## src/hw/rtl/pbo_pkg.sv

```systemverilog
`default_nettype none

package pbo_pkg;

  localparam int PHASE_W = 16;
  localparam int STEP_W  = 15;
  localparam int GAIN_W  = 16;
  localparam int OUT_W   = 20;
  localparam int CFG_IDX_W  = 2;
  localparam int CFG_DATA_W = 16;
  localparam int ACC_W   = 18;
  localparam int STATE_W = 32;
  localparam int MUL_A_W = 33;
  localparam int MUL_B_W = 17;
  localparam int MUL_P_W = MUL_A_W + MUL_B_W;
  localparam int WIDE_W  = 35;
  localparam int DIV_CNT_W = $clog2(STEP_W + 1);

  localparam logic [PHASE_W-1:0] HALF_PHASE = 16'h8000;
  localparam logic [PHASE_W:0]   ONE_PHASE  = 17'h10000;
  localparam logic [15:0]        Q15_ONE    = 16'h8000;
  localparam logic signed [ACC_W-1:0] ACC_ONE = 18'sd32768;
  localparam logic [CFG_DATA_W-1:0] DUTY_RESET = 16'd32768;
  localparam logic [CFG_DATA_W-1:0] LEAK_RESET = 16'd65372;
  localparam logic signed [OUT_W-1:0] OUT_MAX = 20'sh7FFFF;
  localparam logic signed [OUT_W-1:0] OUT_MIN = 20'sh80000;

  typedef enum logic [1:0] {
    WAVE_SAW    = 2'd0,
    WAVE_SQUARE = 2'd1,
    WAVE_TRI    = 2'd2
  } wave_t;

  typedef enum logic [CFG_IDX_W-1:0] {
    CFG_WAVE = 2'd0,
    CFG_DUTY = 2'd1,
    CFG_LEAK = 2'd2
  } cfg_idx_t;

  typedef enum logic [3:0] {
    S_IDLE,
    S_SETUP,
    S_DIV,
    S_GAIN,
    S_T1,
    S_T2,
    S_T3,
    S_T4,
    S_DONE
  } state_t;

  typedef struct packed {
    logic              start;
    logic [STEP_W-1:0] num;
    logic [STEP_W-1:0] den;
  } div_req_t;

  typedef struct packed {
    logic              done;
    logic [STEP_W-1:0] quot;
  } div_rsp_t;

  function automatic logic signed [OUT_W-1:0] sat_out(input logic signed [WIDE_W-1:0] v);
    logic [WIDE_W-OUT_W:0] top;
    top = v[WIDE_W-1:OUT_W-1];
    if (top == '0 || top == '1) begin
      return v[OUT_W-1:0];
    end else if (v[WIDE_W-1]) begin
      return OUT_MIN;
    end else begin
      return OUT_MAX;
    end
  endfunction

endpackage

`default_nettype wire

```

## src/hw/rtl/pbo_in_if.sv

```systemverilog
`default_nettype none

interface pbo_in_if;
  import pbo_pkg::*;

  logic               valid;
  logic               ready;
  logic [PHASE_W-1:0] phase_now;
  logic [STEP_W-1:0]  phase_step;
  logic [GAIN_W-1:0]  gain;

  modport source (output valid, output phase_now, output phase_step, output gain,
                  input ready);
  modport sink (input valid, input phase_now, input phase_step, input gain,
                output ready);
endinterface

`default_nettype wire

```

## src/hw/rtl/pbo_out_if.sv

```systemverilog
`default_nettype none

interface pbo_out_if;
  import pbo_pkg::*;

  logic                    valid;
  logic                    ready;
  logic signed [OUT_W-1:0] sample_out;

  modport source (output valid, output sample_out, input ready);
  modport sink (input valid, input sample_out, output ready);
endinterface

`default_nettype wire

```

## src/hw/rtl/pbo_cfg_if.sv

```systemverilog
`default_nettype none

interface pbo_cfg_if;
  import pbo_pkg::*;

  logic                  valid;
  logic                  ready;
  logic [CFG_IDX_W-1:0]  index;
  logic [CFG_DATA_W-1:0] data;

  modport source (output valid, output index, output data, input ready);
  modport sink (input valid, input index, input data, output ready);
endinterface

`default_nettype wire

```

## src/hw/rtl/pbo_div.sv

```systemverilog
`default_nettype none

module pbo_div (
  input  logic               clk,
  input  logic               rst,
  input  pbo_pkg::div_req_t  req,
  output pbo_pkg::div_rsp_t  rsp
);
  import pbo_pkg::*;

  logic [STEP_W-1:0]    rem;
  logic [STEP_W-1:0]    den_r;
  logic [STEP_W-1:0]    quot;
  logic [DIV_CNT_W-1:0] cnt;
  logic                 busy;
  logic                 done;
  logic [STEP_W:0]      shifted;
  logic [STEP_W:0]      diff;
  logic                 fits;

  // restoring division, one quotient bit per cycle
  assign shifted = {rem, 1'b0};
  assign fits    = shifted >= {1'b0, den_r};
  assign diff    = shifted - {1'b0, den_r};

  always_ff @(posedge clk) begin
    if (rst) begin
      busy <= 1'b0;
      done <= 1'b0;
      cnt  <= '0;
    end else begin
      done <= 1'b0;
      if (req.start) begin
        busy <= 1'b1;
        cnt  <= DIV_CNT_W'(STEP_W);
      end else if (busy) begin
        cnt <= cnt - DIV_CNT_W'(1);
        if (cnt == DIV_CNT_W'(1)) begin
          busy <= 1'b0;
          done <= 1'b1;
        end
      end
    end
  end

  always_ff @(posedge clk) begin
    if (req.start) begin
      rem   <= req.num;
      den_r <= req.den;
    end else if (busy) begin
      rem  <= fits ? diff[STEP_W-1:0] : shifted[STEP_W-1:0];
      quot <= {quot[STEP_W-2:0], fits};
    end
  end

  assign rsp.done = done;
  assign rsp.quot = quot;

  a_rem_below_den: assert property (@(posedge clk) disable iff (rst)
    busy && den_r != '0 |-> rem < den_r)
    else $error("divider remainder not below divisor");

  a_done_after_busy: assert property (@(posedge clk) disable iff (rst)
    done |-> $past(busy))
    else $error("divider done without a running division");

  a_start_when_free: assert property (@(posedge clk) disable iff (rst)
    req.start |-> !busy && !done)
    else $error("divider started while busy");

endmodule

`default_nettype wire

```

## src/hw/rtl/polyblep_oscillator_top.sv

```systemverilog
// polyblep_oscillator_top: one band-limited oscillator sample per request.
// request carries phase_now, phase_step and gain; result carries sample_out.
// cfg writes waveform_select (index 0), duty_cycle (1) and leak_coefficient (2);
// cfg is always ready; the user must write it only while no request is in
// flight, which the block does not enforce. A request is taken only when the
// engine is idle. Each polyBLEP edge runs a setup step, then a bit-serial
// division; the steps per request are:
//   sawtooth: one edge, then gain scaling, then done
//   square:   rising and falling edge, then gain scaling, then done
//   triangle: both edges, integrator, leak, DC blocker and gain steps, then done
//   unused waveform code: straight to done, result 0
// The divider sets the rate: one quotient bit per cycle, one division per edge.
// The result sits in an output register; a new request is taken while it waits.
// When the receiver stalls with the output register full, the engine holds its
// finished sample and takes no new request until the output register frees.
// Reset clears the triangle integrator and DC blocker, the handshakes and
// loads the register defaults: sawtooth, duty one half, leak 65372.
`default_nettype none

module polyblep_oscillator_top (
  input  logic  clk,
  input  logic  rst,
  pbo_in_if.sink    request,
  pbo_out_if.source result,
  pbo_cfg_if.sink   cfg
);
  import pbo_pkg::*;

  state_t state;
  state_t state_next;

  logic [1:0]            sel;
  logic [CFG_DATA_W-1:0] duty;
  logic [CFG_DATA_W-1:0] leak;

  logic [STATE_W-1:0] slope_sum;
  logic [STATE_W-1:0] prev_scaled_sum;
  logic [STATE_W-1:0] blocker_out;
  logic [STATE_W-1:0] leak_term;

  logic [PHASE_W-1:0]       p_r;
  logic [STEP_W-1:0]        inc_r;
  logic [GAIN_W-1:0]        g_r;
  logic signed [ACC_W-1:0]  acc;
  logic signed [ACC_W-1:0]  acc_init;
  logic signed [ACC_W-1:0]  acc_next;
  logic                     second;
  logic                     lo_r;
  logic                     hi_r;
  logic signed [OUT_W-1:0]  res;
  logic signed [OUT_W-1:0]  sample_r;
  logic                     out_valid;

  logic                     accept;
  logic                     load;
  logic                     wave_ok;
  logic [PHASE_W-1:0]       duty_eff;
  logic [PHASE_W-1:0]       pos;
  logic [PHASE_W:0]         wrap_gap;
  logic                     lo;
  logic                     hi;
  logic [15:0]              r;
  logic [15:0]              sq;
  logic signed [ACC_W-1:0]  bmag;
  logic signed [ACC_W-1:0]  bval;
  logic                     bsub;
  logic [STATE_W-1:0]       four;

  logic signed [MUL_A_W-1:0] mul_a;
  logic signed [MUL_B_W-1:0] mul_b;
  logic signed [MUL_P_W-1:0] mul_p;

  div_req_t div_req;
  div_rsp_t div_rsp;

  pbo_div u_div (
    .clk (clk),
    .rst (rst),
    .req (div_req),
    .rsp (div_rsp)
  );

  assign cfg.ready     = 1'b1;
  assign request.ready = (state == S_IDLE);
  assign accept        = request.valid && request.ready;
  assign load          = (state == S_DONE) && (!out_valid || result.ready);
  assign result.valid      = out_valid;
  assign result.sample_out = sample_r;

  assign wave_ok  = (sel == WAVE_SAW) || (sel == WAVE_SQUARE) || (sel == WAVE_TRI);
  assign duty_eff = (sel == WAVE_TRI) ? HALF_PHASE : duty;

  // naive shape before corrections
  always_comb begin
    if (sel == WAVE_SAW) begin
      acc_init = $signed({2'b00, request.phase_now}) - ACC_ONE;
    end else if (request.phase_now < duty_eff) begin
      acc_init = ACC_ONE;
    end else begin
      acc_init = -ACC_ONE;
    end
  end

  // blep position: phase, then phase minus duty for the falling edge
  assign pos      = second ? (p_r - duty_eff) : p_r;
  assign wrap_gap = ONE_PHASE - {1'b0, pos};
  assign lo       = pos < {1'b0, inc_r};
  assign hi       = (pos != '0) && (wrap_gap < {2'b00, inc_r});

  assign r    = Q15_ONE - {1'b0, div_rsp.quot};
  assign sq   = mul_p[30:15];
  assign bmag = $signed({2'b00, sq});
  assign bval = lo_r ? -bmag : (hi_r ? bmag : '0);
  assign bsub = (sel == WAVE_SAW) || second;
  assign acc_next = bsub ? acc - bval : acc + bval;

  assign four  = {slope_sum[STATE_W-3:0], 2'b00};
  assign mul_p = mul_a * mul_b;

  always_comb begin
    state_next    = state;
    div_req.start = 1'b0;
    div_req.num   = '0;
    div_req.den   = inc_r;
    mul_a         = '0;
    mul_b         = '0;
    unique case (state)
      S_IDLE: begin
        if (request.valid) begin
          state_next = wave_ok ? S_SETUP : S_DONE;
        end
      end
      S_SETUP: begin
        div_req.start = 1'b1;
        if (lo) begin
          div_req.num = pos[STEP_W-1:0];
        end else if (hi) begin
          div_req.num = wrap_gap[STEP_W-1:0];
        end
        state_next = S_DIV;
      end
      S_DIV: begin
        mul_a = $signed({17'b0, r});
        mul_b = $signed({1'b0, r});
        if (div_rsp.done) begin
          if (sel == WAVE_SAW) begin
            state_next = S_GAIN;
          end else if (!second) begin
            state_next = S_SETUP;
          end else if (sel == WAVE_TRI) begin
            state_next = S_T1;
          end else begin
            state_next = S_GAIN;
          end
        end
      end
      S_GAIN: begin
        mul_a = {{(MUL_A_W-ACC_W){acc[ACC_W-1]}}, acc};
        mul_b = $signed({1'b0, g_r});
        state_next = S_DONE;
      end
      S_T1: begin
        mul_a = {{(MUL_A_W-ACC_W){acc[ACC_W-1]}}, acc};
        mul_b = $signed({2'b00, inc_r});
        state_next = S_T2;
      end
      S_T2: begin
        mul_a = $signed({blocker_out[STATE_W-1], blocker_out});
        mul_b = $signed({1'b0, leak});
        state_next = S_T3;
      end
      S_T3: begin
        state_next = S_T4;
      end
      S_T4: begin
        mul_a = $signed({blocker_out[STATE_W-1], blocker_out});
        mul_b = $signed({1'b0, g_r});
        state_next = S_DONE;
      end
      S_DONE: begin
        if (!out_valid || result.ready) begin
          state_next = S_IDLE;
        end
      end
      default: begin
        state_next = S_IDLE;
      end
    endcase
  end

  always_ff @(posedge clk) begin
    if (rst) begin
      state           <= S_IDLE;
      out_valid       <= 1'b0;
      sel             <= WAVE_SAW;
      duty            <= DUTY_RESET;
      leak            <= LEAK_RESET;
      slope_sum       <= '0;
      prev_scaled_sum <= '0;
      blocker_out     <= '0;
    end else begin
      state <= state_next;
      if (cfg.valid && cfg.ready) begin
        unique case (cfg.index)
          CFG_WAVE: sel  <= cfg.data[1:0];
          CFG_DUTY: duty <= cfg.data;
          CFG_LEAK: leak <= cfg.data;
          default: ;
        endcase
      end
      if (load) begin
        out_valid <= 1'b1;
      end else if (result.ready) begin
        out_valid <= 1'b0;
      end
      if (state == S_T1) begin
        slope_sum <= slope_sum + mul_p[38:7];
      end
      if (state == S_T3) begin
        prev_scaled_sum <= four;
        blocker_out     <= four - prev_scaled_sum + leak_term;
      end
    end
  end

  always_ff @(posedge clk) begin
    if (accept) begin
      p_r    <= request.phase_now;
      inc_r  <= request.phase_step;
      g_r    <= request.gain;
      acc    <= acc_init;
      second <= 1'b0;
      res    <= '0;
    end
    if (state == S_SETUP) begin
      lo_r <= lo;
      hi_r <= hi;
    end
    if (state == S_DIV && div_rsp.done) begin
      acc    <= acc_next;
      second <= 1'b1;
    end
    if (state == S_GAIN) begin
      res <= sat_out(mul_p[MUL_P_W-1:15]);
    end
    if (state == S_T2) begin
      leak_term <= mul_p[47:16];
    end
    if (state == S_T4) begin
      res <= sat_out({{9{mul_p[MUL_P_W-1]}}, mul_p[MUL_P_W-1:24]});
    end
    if (load) begin
      sample_r <= res;
    end
  end

  a_div_done_in_div: assert property (@(posedge clk) disable iff (rst)
    div_rsp.done |-> state == S_DIV)
    else $error("division finished outside the division state");

  a_blocker_only_tri: assert property (@(posedge clk) disable iff (rst)
    !$past(rst) && !$stable(blocker_out) |-> $past(state) == S_T3)
    else $error("dc blocker changed outside its update");

  a_hold_on_stall: assert property (@(posedge clk) disable iff (rst)
    state == S_DONE && result.valid && !result.ready |=> state == S_DONE)
    else $error("finished sample dropped while output stalled");

  a_busy_after_take: assert property (@(posedge clk) disable iff (rst)
    accept |=> state != S_IDLE)
    else $error("engine idle right after taking a transaction");

endmodule

`default_nettype wire

```

## src/flat_wrapper.sv

```systemverilog
// flat-port wrapper written by rule: the top's interface ports become plain ports
module polyblep_oscillator_top_flat import pbo_pkg::*;
  (clk, rst, request_valid, request_phase_now, request_phase_step, request_gain, request_ready, result_valid, result_sample_out, result_ready, cfg_valid, cfg_index, cfg_data, cfg_ready);
  pbo_in_if request_i ();
  pbo_out_if result_i ();
  pbo_cfg_if cfg_i ();
  input  logic clk;
  input  logic rst;
  input wire logic [$bits(request_i.valid)-1:0] request_valid;
  input wire logic [$bits(request_i.phase_now)-1:0] request_phase_now;
  input wire logic [$bits(request_i.phase_step)-1:0] request_phase_step;
  input wire logic [$bits(request_i.gain)-1:0] request_gain;
  output wire logic [$bits(request_i.ready)-1:0] request_ready;
  output wire logic [$bits(result_i.valid)-1:0] result_valid;
  output wire logic [$bits(result_i.sample_out)-1:0] result_sample_out;
  input wire logic [$bits(result_i.ready)-1:0] result_ready;
  input wire logic [$bits(cfg_i.valid)-1:0] cfg_valid;
  input wire logic [$bits(cfg_i.index)-1:0] cfg_index;
  input wire logic [$bits(cfg_i.data)-1:0] cfg_data;
  output wire logic [$bits(cfg_i.ready)-1:0] cfg_ready;
  assign request_i.valid = request_valid;
  assign request_i.phase_now = request_phase_now;
  assign request_i.phase_step = request_phase_step;
  assign request_i.gain = request_gain;
  assign request_ready = request_i.ready;
  assign result_valid = result_i.valid;
  assign result_sample_out = result_i.sample_out;
  assign result_i.ready = result_ready;
  assign cfg_i.valid = cfg_valid;
  assign cfg_i.index = cfg_index;
  assign cfg_i.data = cfg_data;
  assign cfg_ready = cfg_i.ready;
  polyblep_oscillator_top u_core (.clk(clk), .rst(rst), .request(request_i), .result(result_i), .cfg(cfg_i));
endmodule
```

## config.mk

```make
export PLATFORM = sky130hd
export DESIGN_NAME = polyblep_oscillator_top_flat
export DESIGN_NICKNAME = d
export VERILOG_FILES = /design/src/hw/rtl/pbo_pkg.sv /design/src/hw/rtl/pbo_in_if.sv /design/src/hw/rtl/pbo_out_if.sv /design/src/hw/rtl/pbo_cfg_if.sv /design/src/hw/rtl/pbo_div.sv /design/src/hw/rtl/polyblep_oscillator_top.sv /design/src/flat_wrapper.sv
export SDC_FILE = /design/constraint.sdc
export NUM_CORES = 2
export LEC_CHECK = 0
export ABC_AREA = 1
export BUFFER_PORTS_ARGS = -buffer_cell sky130_fd_sc_hd__buf_2
export CORE_AREA = 2 2 330 332
export CTS_CLUSTER_DIAMETER = 40
export DETAILED_ROUTE_END_ITERATION = 7
export DIE_AREA = 0 0 332 334
export PLACE_DENSITY = 0.57
export SLEW_MARGIN = 40
export SYNTH_ARGS = -nofsm -noshare
export SYNTH_HDL_FRONTEND = slang
export SYNTH_HIERARCHICAL = 1
export SYNTH_SLANG_ARGS = --single-unit
```

## constraint.sdc

```tcl
create_clock -name clk -period 13.2 [get_ports clk]
set_input_delay 0.66 -clock clk [delete_from_list [all_inputs] [get_ports clk]]
set_output_delay 0.66 -clock clk [all_outputs]
set_load 0.02 [all_outputs]
```

==> metrics.md <==
| Metric | Value |
|---|---|
| Unrepaired setup endpoints after global routing | false |
| Skew-Pair Late Insertion Delay | 0.61 ns |
| Fin util | 41.0% |
| Worst Setup Start Kind | flop |
| Site Rows | 121 |
| Post-Syn Area per Cell | 7.69 µm² |
| Critical Path RT | 13.56 ns |
| I/O pins | 93 |
| Status | complete, no violations |
| Leak | 21.7 nW |
| Clk buf depth | 3 |
| Largest net degree at the start of global routing | 87 |
| Cells on worst reg2reg path | 62 |
| Wirelength per Cell | 18.3 µm |
| TritonCTS buffer count | 48 |
| Worst Clk Skew | 0.0339 ns |
| CP most frequent cell | inv_1 |
| Pre-CTS WS | 1.72 ns |
| Hold/Removal Path Class | input port to flop |
| Die X | 332 µm |
| Pwr Density | 145 mW/mm² |
| Setup total negative slack | 0 ns |
| Vias per inst | 5.01 |
| Synth async-reset ratio | 0% |
| FF-to-FF Start | u_core/u_div/quot[0]$_DFFE_PP_ |
| CTS root buffer | clkbuf_16 |
| DRT Pass-1 Iters | 8 |
| Combinational share of power | 56.7% |
| Initial antenna violation count | 1 |
| FF-to-FF setup slack | 1.56 ns |
| Finished layout cell area | 0.0442 mm² |
| Max-slew violations | 0 |
| Cts hold-fix bufs | 0 |
| CTS Sinks | 322 |
| Tightest Pin Transition | 0.849 ns |
| Post-synthesis cell area | 0.0404 mm² |
| Dpl hpwl | 100 mm |
| Commonest non-fill, non-tap cell in the layout | inv_1 |
| Clock H-tree levels | 2 |
| Max stage delay cell, worst path | fa_1 |
| Via count | 33,910 |
| Gr ovfl total | 0 |
| Final hold violation count | 0 |
| Synth unique cells | 71 |
| Antenna-violating nets left | 0 |
| Setup Buffers After CTS | 0 |
| Final Wtd Congestion | 0.912 |
| Post-CTS Resized | 0 |
| I/O Buffers | 91 |
| Synth warn | 6 |
| Ys flop type | edfxtp_1 |
| Final min period | 11.64 ns |
| Layout cell share with drive strength beyond 1 | 6.26% |
| Slew headroom | 43.3% |
| Synth Net Count | 6,118 |
| Net count, final | 6,177 |
| Fin crit share | 88.2% |
| CP Launch Point | u_core/u_div/quot[0]$_DFFE_PP_ |
| Commonest cells after routing, fill and taps aside | inv_1, nand2_1, fa_1, nor2_1, ha_1 |
| Placed cell areas | 0.0425 mm² |
| #FFs+latches synth | 322 |
| Switch Pwr | 3.15 mW |
| Clock-pin slew on the worst setup and hold paths | 0.06 ns |
| Synthesis-to-layout area growth | 9.43% |
| Die Height | 334 µm |
| Vias in the first global route | 33,480 |
| Post-layout worst setup margin | 1.56 ns |
| Tot GR Track Use | 22.4% |
| Post-synth EDFFs | 184 |
| CP arrival | 12.00 ns |
| Routed wire length | 124 mm |
| Core area | 0.108 mm² |
| CP Capture Type | flop |
| Critical path type | flop to flop |
| Power Internal | 3.27 mW |
| Worst setup path endpoint | u_core/acc[17]$_DFFE_PP_ |
| Post-route DRC | 0 |
| Clk network pwr share | 21.3% |
| DRT iter0 DRCs | 2,446 |
| Max Fclk | 0.0859 GHz |
| Reg2reg end | u_core/acc[17]$_DFFE_PP_ |
| Die area | 0.111 mm² |
| Final setup viols | 0 |
| Initial Util | 37.5% |
| Max-cap viol count | 0 |
| First-pass GRT wire length | 194 mm |
| Sequential area share after synthesis | 20.5% |
| # diodes | 0 |
| TritonCTS clock tree | yes |
| Worst-path maximum fanout | 13 |
| VDD IR max | 0.000136 V |
| Crit path largest cell delay | 0.61 ns |
| Sequential share of power | 22.0% |
| Hold_sp | request_phase_step[9] |
| Sw frac | 49.1% |
| Cells after Synth | 5,253 |
stage by stage:
step / std cells / hold slack [ns] / total power [mW]
3_5_place_dp: 6676 / 0.405 / 5.03
3_3_place_gp: 6676 / 0.404 / 5.02
2_1_floorplan: 5253 / 0.400 / 4.02
6_report: 6766 / 0.223 / 6.42
5_1_grt: 6766 / 0.194 / 6.94
4_1_cts: 6766 / 0.185 / 6.43
registers in the layout, indices dropped and copies added (netlist names), 2 cells and up:
name / cells
u_core/blocker_out: 32
u_core/leak_term: 32
u_core/prev_scaled_sum: 30
u_core/slope_sum: 30
u_core/res: 20
u_core/result.sample_out: 20
u_core/acc: 18
u_core/duty: 16
u_core/g_r: 16
u_core/leak: 16
u_core/p_r: 16
u_core/inc_r: 15
u_core/u_div/den_r: 15
u_core/u_div/quot: 15
u_core/u_div/rem: 15
u_core/state: 4
u_core/u_div/cnt: 4
u_core/sel: 2
routing by layer:
metal / wire [µm] / track usage [%] / up-vias
met5: 11 / 0 / -
met2: 59100 / 37.9 / 975
li1: - / - / 16263
met4: 3600 / 6.18 / 2
met3: 6840 / 2.91 / 172
met1: 54100 / 30.0 / 16498
Yosys cell counts, types with 10 or more instances:
cell type  count  area [µm²]
o211ai_1      32         240
a221oi_1      13         114
o21a_1        11        82.6
buf_2         14        70.1
a21o_1        10        75.1
a22oi_1       11        82.6
nand2_1     1127        4230
a21oi_1      274        1370
nor2_2        12        75.1
nand2_2       19         119
o21ai_0      206        1030
edfxtp_1     184        5530
inv_2         12        45.0
dfxtp_1      138        2760
inv_1       1183        4440
nor2_1       516        1940
nand3b_1      15         113
clkbuf_1      99         372
fa_1         524       10500
xor2_1        78         683
nand3_1      201        1010
nand4_1       25         156
a31oi_1       14        87.6
clkinv_1      18        67.6
ha_1         271        3390
xnor2_1       42         368
or2_2         13        81.3
o21ai_1       28         140
nor3_1        30         150
how the worst min path moves through the flow:
| stage | depth (start not counted) | slack (ns) | end |
|---|---|---|---|
| 3_3_place_gp | 0 | 0.40 | u_core/result.sample_out[2]$_DFFE_PP_ |
| 6_report | 1 | 0.22 | u_core/inc_r[9]$_DFFE_PP_ |
| 2_1_floorplan | 0 | 0.40 | u_core/result.sample_out[0]$_DFFE_PP_ |
| 4_1_cts | 1 | 0.19 | u_core/g_r[15]$_DFFE_PP_ |
| 5_1_grt | 1 | 0.19 | u_core/g_r[7]$_DFFE_PP_ |
| 3_5_place_dp | 0 | 0.41 | u_core/result.sample_out[8]$_DFFE_PP_ |
kinds of logic after synthesis:
group | count (synthesis) | synth area share [%]
and+or+nand+nor | 2004 | 20.5
other | 1 | 0.00928
buffers and inverters | 1347 | 12.7
xor gates and xnor gates | 122 | 2.68
AOI/OAI and AO/OA | 662 | 9.28
DFF | 322 | 20.5
adders and majority gates | 795 | 34.3
worst max-delay path, delay by kind of cell, from the launching register on:
kind                       cells  cell delay (ns)
buffers and inverters         14             1.31
DFF                            1             0.43
and+or+nand+nor               31             4.04
AOI/OAI and AO/OA              7             1.39
xor gates and xnor gates       1             0.14
adders and majority gates      9             4.03
final cells by class:
cell class | count | area (µm²)
Sequential cell | 322 | 8290
Inverter | 1213 | 4550
Clock buffer | 55 | 1250
Tap cell | 1414 | 1770
Multi-Input combinational cell | 3584 | 27100
Clock inverter | 35 | 464
Timing Repair Buffer | 143 | 850
Fill cell | 11260 | 63600
power by group through the flow:
| stage | registers, mW | logic, mW | clock network (mW) |
|---|---|---|---|
| floorplan | 1.38 | 2.64 | 0 |
| detailed placement | 1.43 | 3.60 | 0 |
| finish | 1.41 | 3.64 | 1.36 |
| CTS | 1.41 | 3.62 | 1.39 |
| global route | 1.43 | 4.08 | 1.44 |
| global placement | 1.43 | 3.59 | 0 |
(Power assumes the default switching activity.)
